===== config.mk =====
export PLATFORM = sky130hd
export DESIGN_NAME = simple_linear_regression_core
export DESIGN_NICKNAME = d
export VERILOG_FILES = /design/src/rtl/slr_pkg.sv /design/src/rtl/slr_ctrl.sv /design/src/rtl/slr_dp.sv /design/src/rtl/simple_linear_regression_core.sv
export SDC_FILE = /design/constraint.sdc
export NUM_CORES = 2
export LEC_CHECK = 0
export ABC_AREA = 0
export BUFFER_PORTS_ARGS = -buffer_cell sky130_fd_sc_hd__buf_2
export CAP_MARGIN = 20
export CORE_ASPECT_RATIO = 1.4
export CORE_MARGIN = 2
export CORE_UTILIZATION = 65
export CTS_CLUSTER_SIZE = 12
export DETAILED_ROUTE_END_ITERATION = 6
export PLACE_DENSITY_LB_ADDON = 0.3
export SLEW_MARGIN = 20
export SYNTH_ARGS = -nofsm -noshare
export SYNTH_HDL_FRONTEND = slang
export SYNTH_SLANG_ARGS = --single-unit

===== constraint.sdc =====
create_clock -name i_clk -period 52 [get_ports i_clk]
set_input_delay 10.4 -clock i_clk [delete_from_list [all_inputs] [get_ports i_clk]]
set_output_delay 10.4 -clock i_clk [all_outputs]
set_load 0.05 [all_outputs]

===== src/rtl/slr_pkg.sv =====
package slr_pkg;

    localparam int MAX_SAMPLES_DEF  = 4096;
    localparam int SAMPLE_BITS_DEF  = 16;
    localparam int FRAC_BITS_DEF    = 16;
    localparam int RESULT_BITS_DEF  = 48;
    localparam int FIELD_BITS       = 16;
    localparam int COUNT_OUT_BITS   = 13;

    // product pairs of the normal equations, in the order they are formed
    typedef enum logic [2:0] {
        PR_N_SXX  = 3'd0,
        PR_SX_SX  = 3'd1,
        PR_SXX_SY = 3'd2,
        PR_SX_SXY = 3'd3,
        PR_N_SXY  = 3'd4,
        PR_SX_SY  = 3'd5
    } t_prod;

    typedef struct packed {
        logic  acc_en;
        logic  mul_load;
        logic  mul_step;
        logic  mul_store;
        t_prod op;
        logic  div_load;
        logic  div_step;
        logic  div_store;
        logic  div_sel;
        logic  out_load;
    } t_cmd;

    typedef struct packed {
        logic det_zero;
        logic out_busy;
    } t_status;

endpackage


===== src/rtl/slr_ctrl.sv =====
module slr_ctrl #(
    parameter int MUL_CYCLES = 45,
    parameter int DIV_CYCLES = 107
) (
    input  logic             i_clk,
    input  logic             i_rst_n,
    input  logic             i_s_tvalid,
    input  logic             i_s_tlast,
    output logic             o_s_tready,
    input  slr_pkg::t_status i_status,
    output slr_pkg::t_cmd    o_cmd
);

    localparam int MAXC = (MUL_CYCLES > DIV_CYCLES) ? MUL_CYCLES : DIV_CYCLES;
    localparam int CYW  = $clog2(MAXC + 1);

    typedef enum logic [2:0] {
        ST_IDLE, ST_MUL_LD, ST_MUL_RUN, ST_MUL_ST,
        ST_DIV_LD, ST_DIV_RUN, ST_DIV_ST, ST_OUT
    } t_state;

    t_state         r_state;
    slr_pkg::t_prod r_op;
    logic           r_sel;
    logic [CYW-1:0] r_cyc;

    always_ff @(posedge i_clk) begin
        if (!i_rst_n) begin
            r_state <= ST_IDLE;
            r_op    <= slr_pkg::PR_N_SXX;
            r_sel   <= 1'b0;
            r_cyc   <= '0;
        end else begin
            unique case (r_state)
                ST_IDLE: begin
                    if (i_s_tvalid && i_s_tlast) begin
                        r_state <= ST_MUL_LD;
                        r_op    <= slr_pkg::PR_N_SXX;
                    end
                end
                ST_MUL_LD: begin
                    r_cyc   <= '0;
                    r_state <= ST_MUL_RUN;
                end
                ST_MUL_RUN: begin
                    r_cyc <= r_cyc + 1'b1;
                    if (r_cyc == CYW'(MUL_CYCLES - 1)) r_state <= ST_MUL_ST;
                end
                ST_MUL_ST: begin
                    if (r_op == slr_pkg::PR_SX_SY) begin
                        r_sel   <= 1'b0;
                        r_state <= i_status.det_zero ? ST_OUT : ST_DIV_LD;
                    end else begin
                        r_op    <= slr_pkg::t_prod'(r_op + 3'd1);
                        r_state <= ST_MUL_LD;
                    end
                end
                ST_DIV_LD: begin
                    r_cyc   <= '0;
                    r_state <= ST_DIV_RUN;
                end
                ST_DIV_RUN: begin
                    r_cyc <= r_cyc + 1'b1;
                    if (r_cyc == CYW'(DIV_CYCLES - 1)) r_state <= ST_DIV_ST;
                end
                ST_DIV_ST: begin
                    if (r_sel) begin
                        r_state <= ST_OUT;
                    end else begin
                        r_sel   <= 1'b1;
                        r_state <= ST_DIV_LD;
                    end
                end
                ST_OUT: begin
                    if (!i_status.out_busy) r_state <= ST_IDLE;
                end
                default: r_state <= ST_IDLE;
            endcase
        end
    end

    assign o_s_tready = (r_state == ST_IDLE);

    always_comb begin
        o_cmd           = '0;
        o_cmd.op        = r_op;
        o_cmd.div_sel   = r_sel;
        o_cmd.acc_en    = i_s_tvalid && (r_state == ST_IDLE);
        o_cmd.mul_load  = (r_state == ST_MUL_LD);
        o_cmd.mul_step  = (r_state == ST_MUL_RUN);
        o_cmd.mul_store = (r_state == ST_MUL_ST);
        o_cmd.div_load  = (r_state == ST_DIV_LD);
        o_cmd.div_step  = (r_state == ST_DIV_RUN);
        o_cmd.div_store = (r_state == ST_DIV_ST);
        o_cmd.out_load  = (r_state == ST_OUT) && !i_status.out_busy;
    end

endmodule


===== src/rtl/slr_dp.sv =====
module slr_dp #(
    parameter int MAX_SAMPLES = slr_pkg::MAX_SAMPLES_DEF,
    parameter int SAMPLE_BITS = slr_pkg::SAMPLE_BITS_DEF,
    parameter int FRAC_BITS   = slr_pkg::FRAC_BITS_DEF,
    parameter int RESULT_BITS = slr_pkg::RESULT_BITS_DEF
) (
    input  logic                                i_clk,
    input  logic                                i_rst_n,
    input  logic [slr_pkg::FIELD_BITS-1:0]      i_x,
    input  logic [slr_pkg::FIELD_BITS-1:0]      i_y,
    input  slr_pkg::t_cmd                       i_cmd,
    output slr_pkg::t_status                    o_status,
    input  logic                                i_m_tready,
    output logic                                o_m_tvalid,
    output logic [RESULT_BITS-1:0]              o_intercept,
    output logic [RESULT_BITS-1:0]              o_slope,
    output logic                                o_singular,
    output logic                                o_overflow,
    output logic [slr_pkg::COUNT_OUT_BITS-1:0]  o_sample_count
);

    localparam int CW  = $clog2(MAX_SAMPLES + 1);
    localparam int SXW = SAMPLE_BITS + CW;
    localparam int AW  = 2 * SAMPLE_BITS + CW;
    localparam int PW  = 2 * AW;
    localparam int DW  = PW + 1;
    localparam int NW  = DW + FRAC_BITS;
    localparam int EW  = ((NW > RESULT_BITS) ? NW : RESULT_BITS) + 1;

    // accumulators
    logic        [CW-1:0]  r_cnt;
    logic signed [SXW-1:0] r_sx, r_sy;
    logic signed [AW-1:0]  r_sxx, r_sxy;
    logic                  r_drop;

    logic signed [SAMPLE_BITS-1:0]   xs, ys;
    logic signed [2*SAMPLE_BITS-1:0] pxx, pxy;

    assign xs  = SAMPLE_BITS'(signed'(i_x));
    assign ys  = SAMPLE_BITS'(signed'(i_y));
    assign pxx = xs * xs;
    assign pxy = xs * ys;

    // shift-add multiplier
    logic [AW-1:0] r_ma, r_mb;
    logic [PW-1:0] r_acc;
    logic          r_mneg;
    logic signed [AW-1:0] opa, opb;
    logic signed [DW-1:0] prod, r_tmp;
    logic signed [DW-1:0] r_det, r_num0, r_num1;

    always_comb begin
        opa = AW'(signed'({1'b0, r_cnt}));
        opb = r_sxx;
        case (i_cmd.op)
            slr_pkg::PR_N_SXX:  begin opa = AW'(signed'({1'b0, r_cnt})); opb = r_sxx;     end
            slr_pkg::PR_SX_SX:  begin opa = AW'(r_sx);  opb = AW'(r_sx);                  end
            slr_pkg::PR_SXX_SY: begin opa = r_sxx;      opb = AW'(r_sy);                  end
            slr_pkg::PR_SX_SXY: begin opa = AW'(r_sx);  opb = r_sxy;                      end
            slr_pkg::PR_N_SXY:  begin opa = AW'(signed'({1'b0, r_cnt})); opb = r_sxy;     end
            slr_pkg::PR_SX_SY:  begin opa = AW'(r_sx);  opb = AW'(r_sy);                  end
            default:            begin opa = '0;         opb = '0;                         end
        endcase
    end

    assign prod = r_mneg ? -signed'({1'b0, r_acc}) : signed'({1'b0, r_acc});

    // restoring divider
    logic [NW-1:0] r_dn, r_q;
    logic [DW:0]   r_rem;
    logic [DW-1:0] r_dd;
    logic          r_dneg;
    logic [DW:0]   trial;
    logic          ge;
    logic signed [DW-1:0] num_sel;
    logic [DW-1:0] num_mag, det_mag;
    logic [EW-1:0] qe, lim, qmag;
    logic          qsat;
    logic [RESULT_BITS-1:0] qres;
    logic [RESULT_BITS-1:0] r_icpt, r_slope;
    logic          r_sat;

    assign num_sel = i_cmd.div_sel ? r_num1 : r_num0;
    assign num_mag = num_sel[DW-1] ? DW'(-num_sel) : DW'(num_sel);
    assign det_mag = r_det[DW-1] ? DW'(-r_det) : DW'(r_det);
    assign trial   = {r_rem[DW-1:0], r_dn[NW-1]};
    assign ge      = (trial >= {1'b0, r_dd});

    always_comb begin
        qe  = EW'(r_q);
        lim = EW'(1) << (RESULT_BITS - 1);
        if (r_dneg) begin
            qsat = (qe > lim);
            qmag = qsat ? lim : qe;
        end else begin
            qsat = (qe > lim - 1'b1);
            qmag = qsat ? lim - 1'b1 : qe;
        end
        qres = r_dneg ? RESULT_BITS'(-qmag) : RESULT_BITS'(qmag);
    end

    always_ff @(posedge i_clk) begin
        if (!i_rst_n) begin
            r_cnt      <= '0;
            r_sx       <= '0;
            r_sy       <= '0;
            r_sxx      <= '0;
            r_sxy      <= '0;
            r_drop     <= 1'b0;
            r_sat      <= 1'b0;
            o_m_tvalid <= 1'b0;
        end else begin
            if (i_cmd.out_load) begin
                o_m_tvalid <= 1'b1;
            end else if (o_m_tvalid && i_m_tready) begin
                o_m_tvalid <= 1'b0;
            end
            if (i_cmd.acc_en) begin
                if (r_cnt == CW'(MAX_SAMPLES)) begin
                    r_drop <= 1'b1;
                end else begin
                    r_cnt <= r_cnt + 1'b1;
                    r_sx  <= r_sx + SXW'(xs);
                    r_sy  <= r_sy + SXW'(ys);
                    r_sxx <= r_sxx + AW'(pxx);
                    r_sxy <= r_sxy + AW'(pxy);
                end
            end
            if (i_cmd.div_store && qsat) r_sat <= 1'b1;
            if (i_cmd.out_load) begin
                r_cnt      <= '0;
                r_sx       <= '0;
                r_sy       <= '0;
                r_sxx      <= '0;
                r_sxy      <= '0;
                r_drop     <= 1'b0;
                r_sat      <= 1'b0;
            end
        end
    end

    always_ff @(posedge i_clk) begin
        if (i_cmd.mul_load) begin
            r_ma   <= opa[AW-1] ? AW'(-opa) : AW'(opa);
            r_mb   <= opb[AW-1] ? AW'(-opb) : AW'(opb);
            r_mneg <= opa[AW-1] ^ opb[AW-1];
            r_acc  <= '0;
        end
        if (i_cmd.mul_step) begin
            r_acc <= (r_acc << 1) + (r_mb[AW-1] ? PW'(r_ma) : '0);
            r_mb  <= r_mb << 1;
        end
        if (i_cmd.mul_store) begin
            // even product held, odd product subtracted from it
            case (i_cmd.op)
                slr_pkg::PR_SX_SX:  r_det  <= r_tmp - prod;
                slr_pkg::PR_SX_SXY: r_num0 <= r_tmp - prod;
                slr_pkg::PR_SX_SY:  r_num1 <= r_tmp - prod;
                default:            r_tmp  <= prod;
            endcase
        end
        if (i_cmd.div_load) begin
            r_dn   <= NW'(num_mag) << FRAC_BITS;
            r_dd   <= det_mag;
            r_dneg <= num_sel[DW-1] ^ r_det[DW-1];
            r_rem  <= '0;
            r_q    <= '0;
        end
        if (i_cmd.div_step) begin
            r_rem <= ge ? trial - {1'b0, r_dd} : trial;
            r_dn  <= r_dn << 1;
            r_q   <= {r_q[NW-2:0], ge};
        end
        if (i_cmd.div_store) begin
            if (i_cmd.div_sel) r_slope <= qres;
            else               r_icpt  <= qres;
        end
        if (i_cmd.out_load) begin
            o_intercept    <= o_status.det_zero ? '0 : r_icpt;
            o_slope        <= o_status.det_zero ? '0 : r_slope;
            o_singular     <= o_status.det_zero;
            o_overflow     <= r_drop || (!o_status.det_zero && r_sat);
            o_sample_count <= slr_pkg::COUNT_OUT_BITS'(r_cnt);
        end
    end

    assign o_status.det_zero = (r_det == '0);
    assign o_status.out_busy = o_m_tvalid && !i_m_tready;

endmodule


===== src/rtl/simple_linear_regression_core.sv =====
// After the last pair, the bit-serial multiplier forms the six normal-equation
//   products on AW = 2*SAMPLE_BITS + clog2(MAX_SAMPLES+1) bit operands, then the
//   restoring divider forms intercept and slope on NW = 2*AW + 1 + FRAC_BITS bits.
// A singular fit skips the divider. A waiting result holds the fit.
// Throughput: one pair per cycle while accumulating; no pairs are taken during a fit.
// Reset (i_rst_n low, synchronous) clears all sums, the count and the output valid.
module simple_linear_regression_core #(
    parameter int MAX_SAMPLES = slr_pkg::MAX_SAMPLES_DEF,
    parameter int SAMPLE_BITS = slr_pkg::SAMPLE_BITS_DEF,
    parameter int FRAC_BITS   = slr_pkg::FRAC_BITS_DEF,
    parameter int RESULT_BITS = slr_pkg::RESULT_BITS_DEF
) (
    input  logic                 i_clk,
    input  logic                 i_rst_n,
    input  logic                 i_s_tvalid,
    output logic                 o_s_tready,
    input  logic [31:0]          i_s_tdata,  // x_sample, y_sample
    input  logic                 i_s_tlast,
    output logic                 o_m_tvalid,
    input  logic                 i_m_tready,
    output logic [((2*RESULT_BITS+slr_pkg::COUNT_OUT_BITS+7)/8)*8-1:0] o_m_tdata,
                                             // intercept, slope, sample_count
    output logic [1:0]           o_m_tuser   // singular, overflow
);

    localparam int CW  = $clog2(MAX_SAMPLES + 1);
    localparam int AW  = 2 * SAMPLE_BITS + CW;
    localparam int NW  = 2 * AW + 1 + FRAC_BITS;
    localparam int OTW = ((2 * RESULT_BITS + slr_pkg::COUNT_OUT_BITS + 7) / 8) * 8;

    slr_pkg::t_cmd    cmd;
    slr_pkg::t_status status;

    logic [RESULT_BITS-1:0]             icpt, slope;
    logic                               singular, overflow;
    logic [slr_pkg::COUNT_OUT_BITS-1:0] count;

    slr_ctrl #(
        .MUL_CYCLES (AW),
        .DIV_CYCLES (NW)
    ) u_ctrl (
        .i_clk      (i_clk),
        .i_rst_n    (i_rst_n),
        .i_s_tvalid (i_s_tvalid),
        .i_s_tlast  (i_s_tlast),
        .o_s_tready (o_s_tready),
        .i_status   (status),
        .o_cmd      (cmd)
    );

    slr_dp #(
        .MAX_SAMPLES (MAX_SAMPLES),
        .SAMPLE_BITS (SAMPLE_BITS),
        .FRAC_BITS   (FRAC_BITS),
        .RESULT_BITS (RESULT_BITS)
    ) u_dp (
        .i_clk          (i_clk),
        .i_rst_n        (i_rst_n),
        .i_x            (i_s_tdata[15:0]),
        .i_y            (i_s_tdata[31:16]),
        .i_cmd          (cmd),
        .o_status       (status),
        .i_m_tready     (i_m_tready),
        .o_m_tvalid     (o_m_tvalid),
        .o_intercept    (icpt),
        .o_slope        (slope),
        .o_singular     (singular),
        .o_overflow     (overflow),
        .o_sample_count (count)
    );

    assign o_m_tdata = OTW'({count, slope, icpt});
    assign o_m_tuser = {overflow, singular};

    // the last pair of a set starts a fit and closes the input
    a_last_blocks: assert property (@(posedge i_clk) disable iff (!i_rst_n)
        (i_s_tvalid && o_s_tready && i_s_tlast) |=> !o_s_tready)
        else $error("input still open after last pair");

    a_singular_zero: assert property (@(posedge i_clk) disable iff (!i_rst_n)
        (o_m_tvalid && o_m_tuser[0]) |-> (icpt == '0 && slope == '0))
        else $error("singular fit with nonzero coefficients");

    a_fit_closes_input: assert property (@(posedge i_clk) disable iff (!i_rst_n)
        (cmd.mul_step || cmd.div_step) |-> !o_s_tready)
        else $error("pair taken during a fit");

endmodule


==> metrics.txt <==
core area=154000 sq um; Total GRT Usage=0.324; largest family of logic cells by synthesized area=adder cells; Post-Place Cells=12100; routability cong.=0.985; slew at the pin with the worst max-slew slack=1.13 ns; Area Overhead vs Synth=6.53%; Synth async-reset ratio=0; DR vias=75600; cts repair resizes=0; Critical Path Fanout Max=30; minimum clock period=17.77 ns; Die ar.=158000 sq um; worst rel slew slack=0.245; CTS tree=yes; share of layout cells above drive strength 1=0.0523; Setup WS post-layout=34.23 ns; initial core utilization=0.652; RSZ-0062 raised after global routing=false; row count=171; critical path arrival=18.44 ns; final period utilization=0.342; critical path required time=52.68 ns; hold_ws=0.478 ns; yosys warns=0; Worst Skew=0.0347 ns; insertion delay to the later sink of the worst-skew pair=0.81 ns; TritonRoute pass-1 iters=7; largest area contributor in the netlist=edfxtp_1; Max Buffers Root-to-Sink=3; area of the mapped netlist=101000 sq um; commonest non-fill, non-tap cell in the layout=inv_1; CTS buffer count=137; clock root buffer=clkbuf_16; total setup buffers inserted after CTS=0; Synth Area in Simple Gates=0.145; HPWL Detailed=192000 microns; EDFF count, synth=1132; chip width=337 microns; initial drt markers=5845; io pins=153; Adder-Cell Fraction of Synth Area=0.203; cell count after synthesis=10300; Hold-fix buffers, CTS=0; vias in the first global route=78000; Finished Layout Cells=12300; TritonCTS sink count=1311; Routed wire per std cell=20.7 microns; crit path capture type=register; Congestion Overflow GR=0; final net count=11400; FF+latch count, synth=1311; Startpoint Class=input port; DRC viols=2; Slew Viols, Final=0; Final ANT Viol Nets=0; Die Span Y=470 microns; Synth cell types=94; total negative setup slack=0 ns; first-pass GRT wire length=407000 microns; post-synthesis sequential area ratio=0.373; Synth Area in Compound Gates=0.135; Setup violations, final=0; largest net degree at the start of global routing=153; fmax=0.0563 GHz; number of max-cap violations=0; Via-to-Cell Ratio=6.13; Final Hold Fails=0; area of the multi-input gates=57100 sq um; clk slew on worst S/H paths=0.06 ns; CP Class=in2reg; initial antenna violation count=8; post-synthesis mux area share=0.0165; fillcell total=11700; xor/xnor share of the synthesized area=0.0646; violated checks=design-rule violations; area taken by flip-flops and latches=37600 sq um; ranking of synthesized cells by area=edfxtp_1 (34%), fa_1 (13%), ha_1 (7.0%); outcome=finished, violations left; worst hold path type=reg2reg; wirelength, routed=255000 microns; H-tree Lvls=4; post-synth top area share=0.337; DP Worst Slack=33.55 ns; Main synth FF type=edfxtp_1; Syn Area/Cell=9.82 sq um; most frequent cells in the layout=inv_1 (1181), edfxtp_1 (1132), nand2_1 (1027), fa_1 (669), a21oi_1 (628); buffers added on ports=149
[cells in the mapped netlist (all sizes together) (35+ instances only)]
cell and n:
o31ai 101, o21ai 542, nor3 147, nor2 630
a22o 41, xor2 290, xnor2 453, a21o 225
and2 353, ha 565, o41ai 44, o21bai 57
nand2b 71, mux2i 150, o21a 46, nand2 1031
buf 55, nand3 145, a31oi 65, a21oi 628
fa 671, dfxtp 179, or4 51, and3 159
inv 1184, nor4 62, or3 86, or2 38
a211oi 51, nor2b 59, a222oi 35, o211ai 35
clkbuf 419, nand4 111, edfxtp 1132
[worst paths after layout]
path | startpoint | slack (ns) | cells after the start | end
worst min-delay path | u_dp.r_sy[2]$_SDFFE_PP0P_ | 0.48 | 2 | u_dp.r_sy[2]$_SDFFE_PP0P_
worst max-delay path | i_s_tdata[10] | 34.23 | 26 | u_dp.r_sxx[40]$_SDFFE_PP0P_
worst max register to register | u_dp.r_acc[13]$_SDFFCE_PN0P_ | 44.59 | 22 | u_dp.r_det[90]$_DFFE_PP_
worst min register to register | u_dp.r_sy[2]$_SDFFE_PP0P_ | 0.48 | 2 | u_dp.r_sy[2]$_SDFFE_PP0P_
[worst max-delay path, stage by stage]
cell and delay, ns:
buf_2 0.64, inv_1 0.40, nor2_1 0.26, inv_1 0.09, fa_1 0.55, fa_1 0.44
fa_1 0.48, fa_1 0.48, inv_1 0.05, fa_1 0.52, inv_1 0.05, fa_1 0.52
inv_1 0.04, ha_1 0.34, a21o_1 0.22, a21oi_1 0.57, o21ai_0 0.16, a32oi_1 0.24
nand3_1 0.26, a31oi_1 0.47, o21ai_0 0.38, a21oi_1 0.35, nand2b_1 0.09, a21oi_1 0.18
xor2_1 0.14, o21ai_0 0.07
[area by class of cell]
cell class,instances,share of cell area
clock buffers,183,0.0352
well taps,2076,0.0242
clock inverters,33,0.00385
repair buffers,238,0.0134
multi-input cells,7294,0.532
diodes,4,0.0000932
inverters,1186,0.0415
flip-flops and latches,1311,0.350
[cells by family after synthesis]
family,count (synthesis)
AND/OR/NAND/NOR,3011
XOR/XNOR,743
multiplexers,164
AO/OA/AOI/OAI,2137
buffers and inverters,1660
other,1
adder cells (fa/ha/maj),1236
flip-flops,1311
[per-layer routing]
metal / track usage / vias to the layer above / wire, microns
met1: 0.362 / 36700 / 92400
li1: - / 35300 / -
met4: 0.209 / 10 / 18600
met3: 0.0484 / 907 / 14100
met2: 0.574 / 2682 / 130000
met5: 0 / - / 56
[per-stage QoR]
step	cell area (sq um)	util
CTS	107000	0.695
global placement	103000	0.667
global route	107000	0.695
floorplan	101000	-
detailed placement	103000	0.667
finish	107000	0.695
[state kept, by name, summed over array words and instances, names as in the netlist, 45 cells and up]
name              count
u_dp.o_slope         48
u_dp.o_intercept     48
u_dp.r_q            107
u_dp.r_icpt          48
u_dp.r_acc           90
u_dp.r_tmp           91
u_dp.r_mb            45
u_dp.r_num0          91
u_dp.r_sxx           45
u_dp.r_sxy           45
u_dp.r_dn            91
u_dp.r_rem           91
u_dp.r_dd            91
u_dp.r_ma            45
u_dp.r_slope         48
u_dp.r_det           91
u_dp.r_num1          91
Power is not shown: default switching activity piles up to over one toggle a cycle in this logic, so the estimate is an artifact.
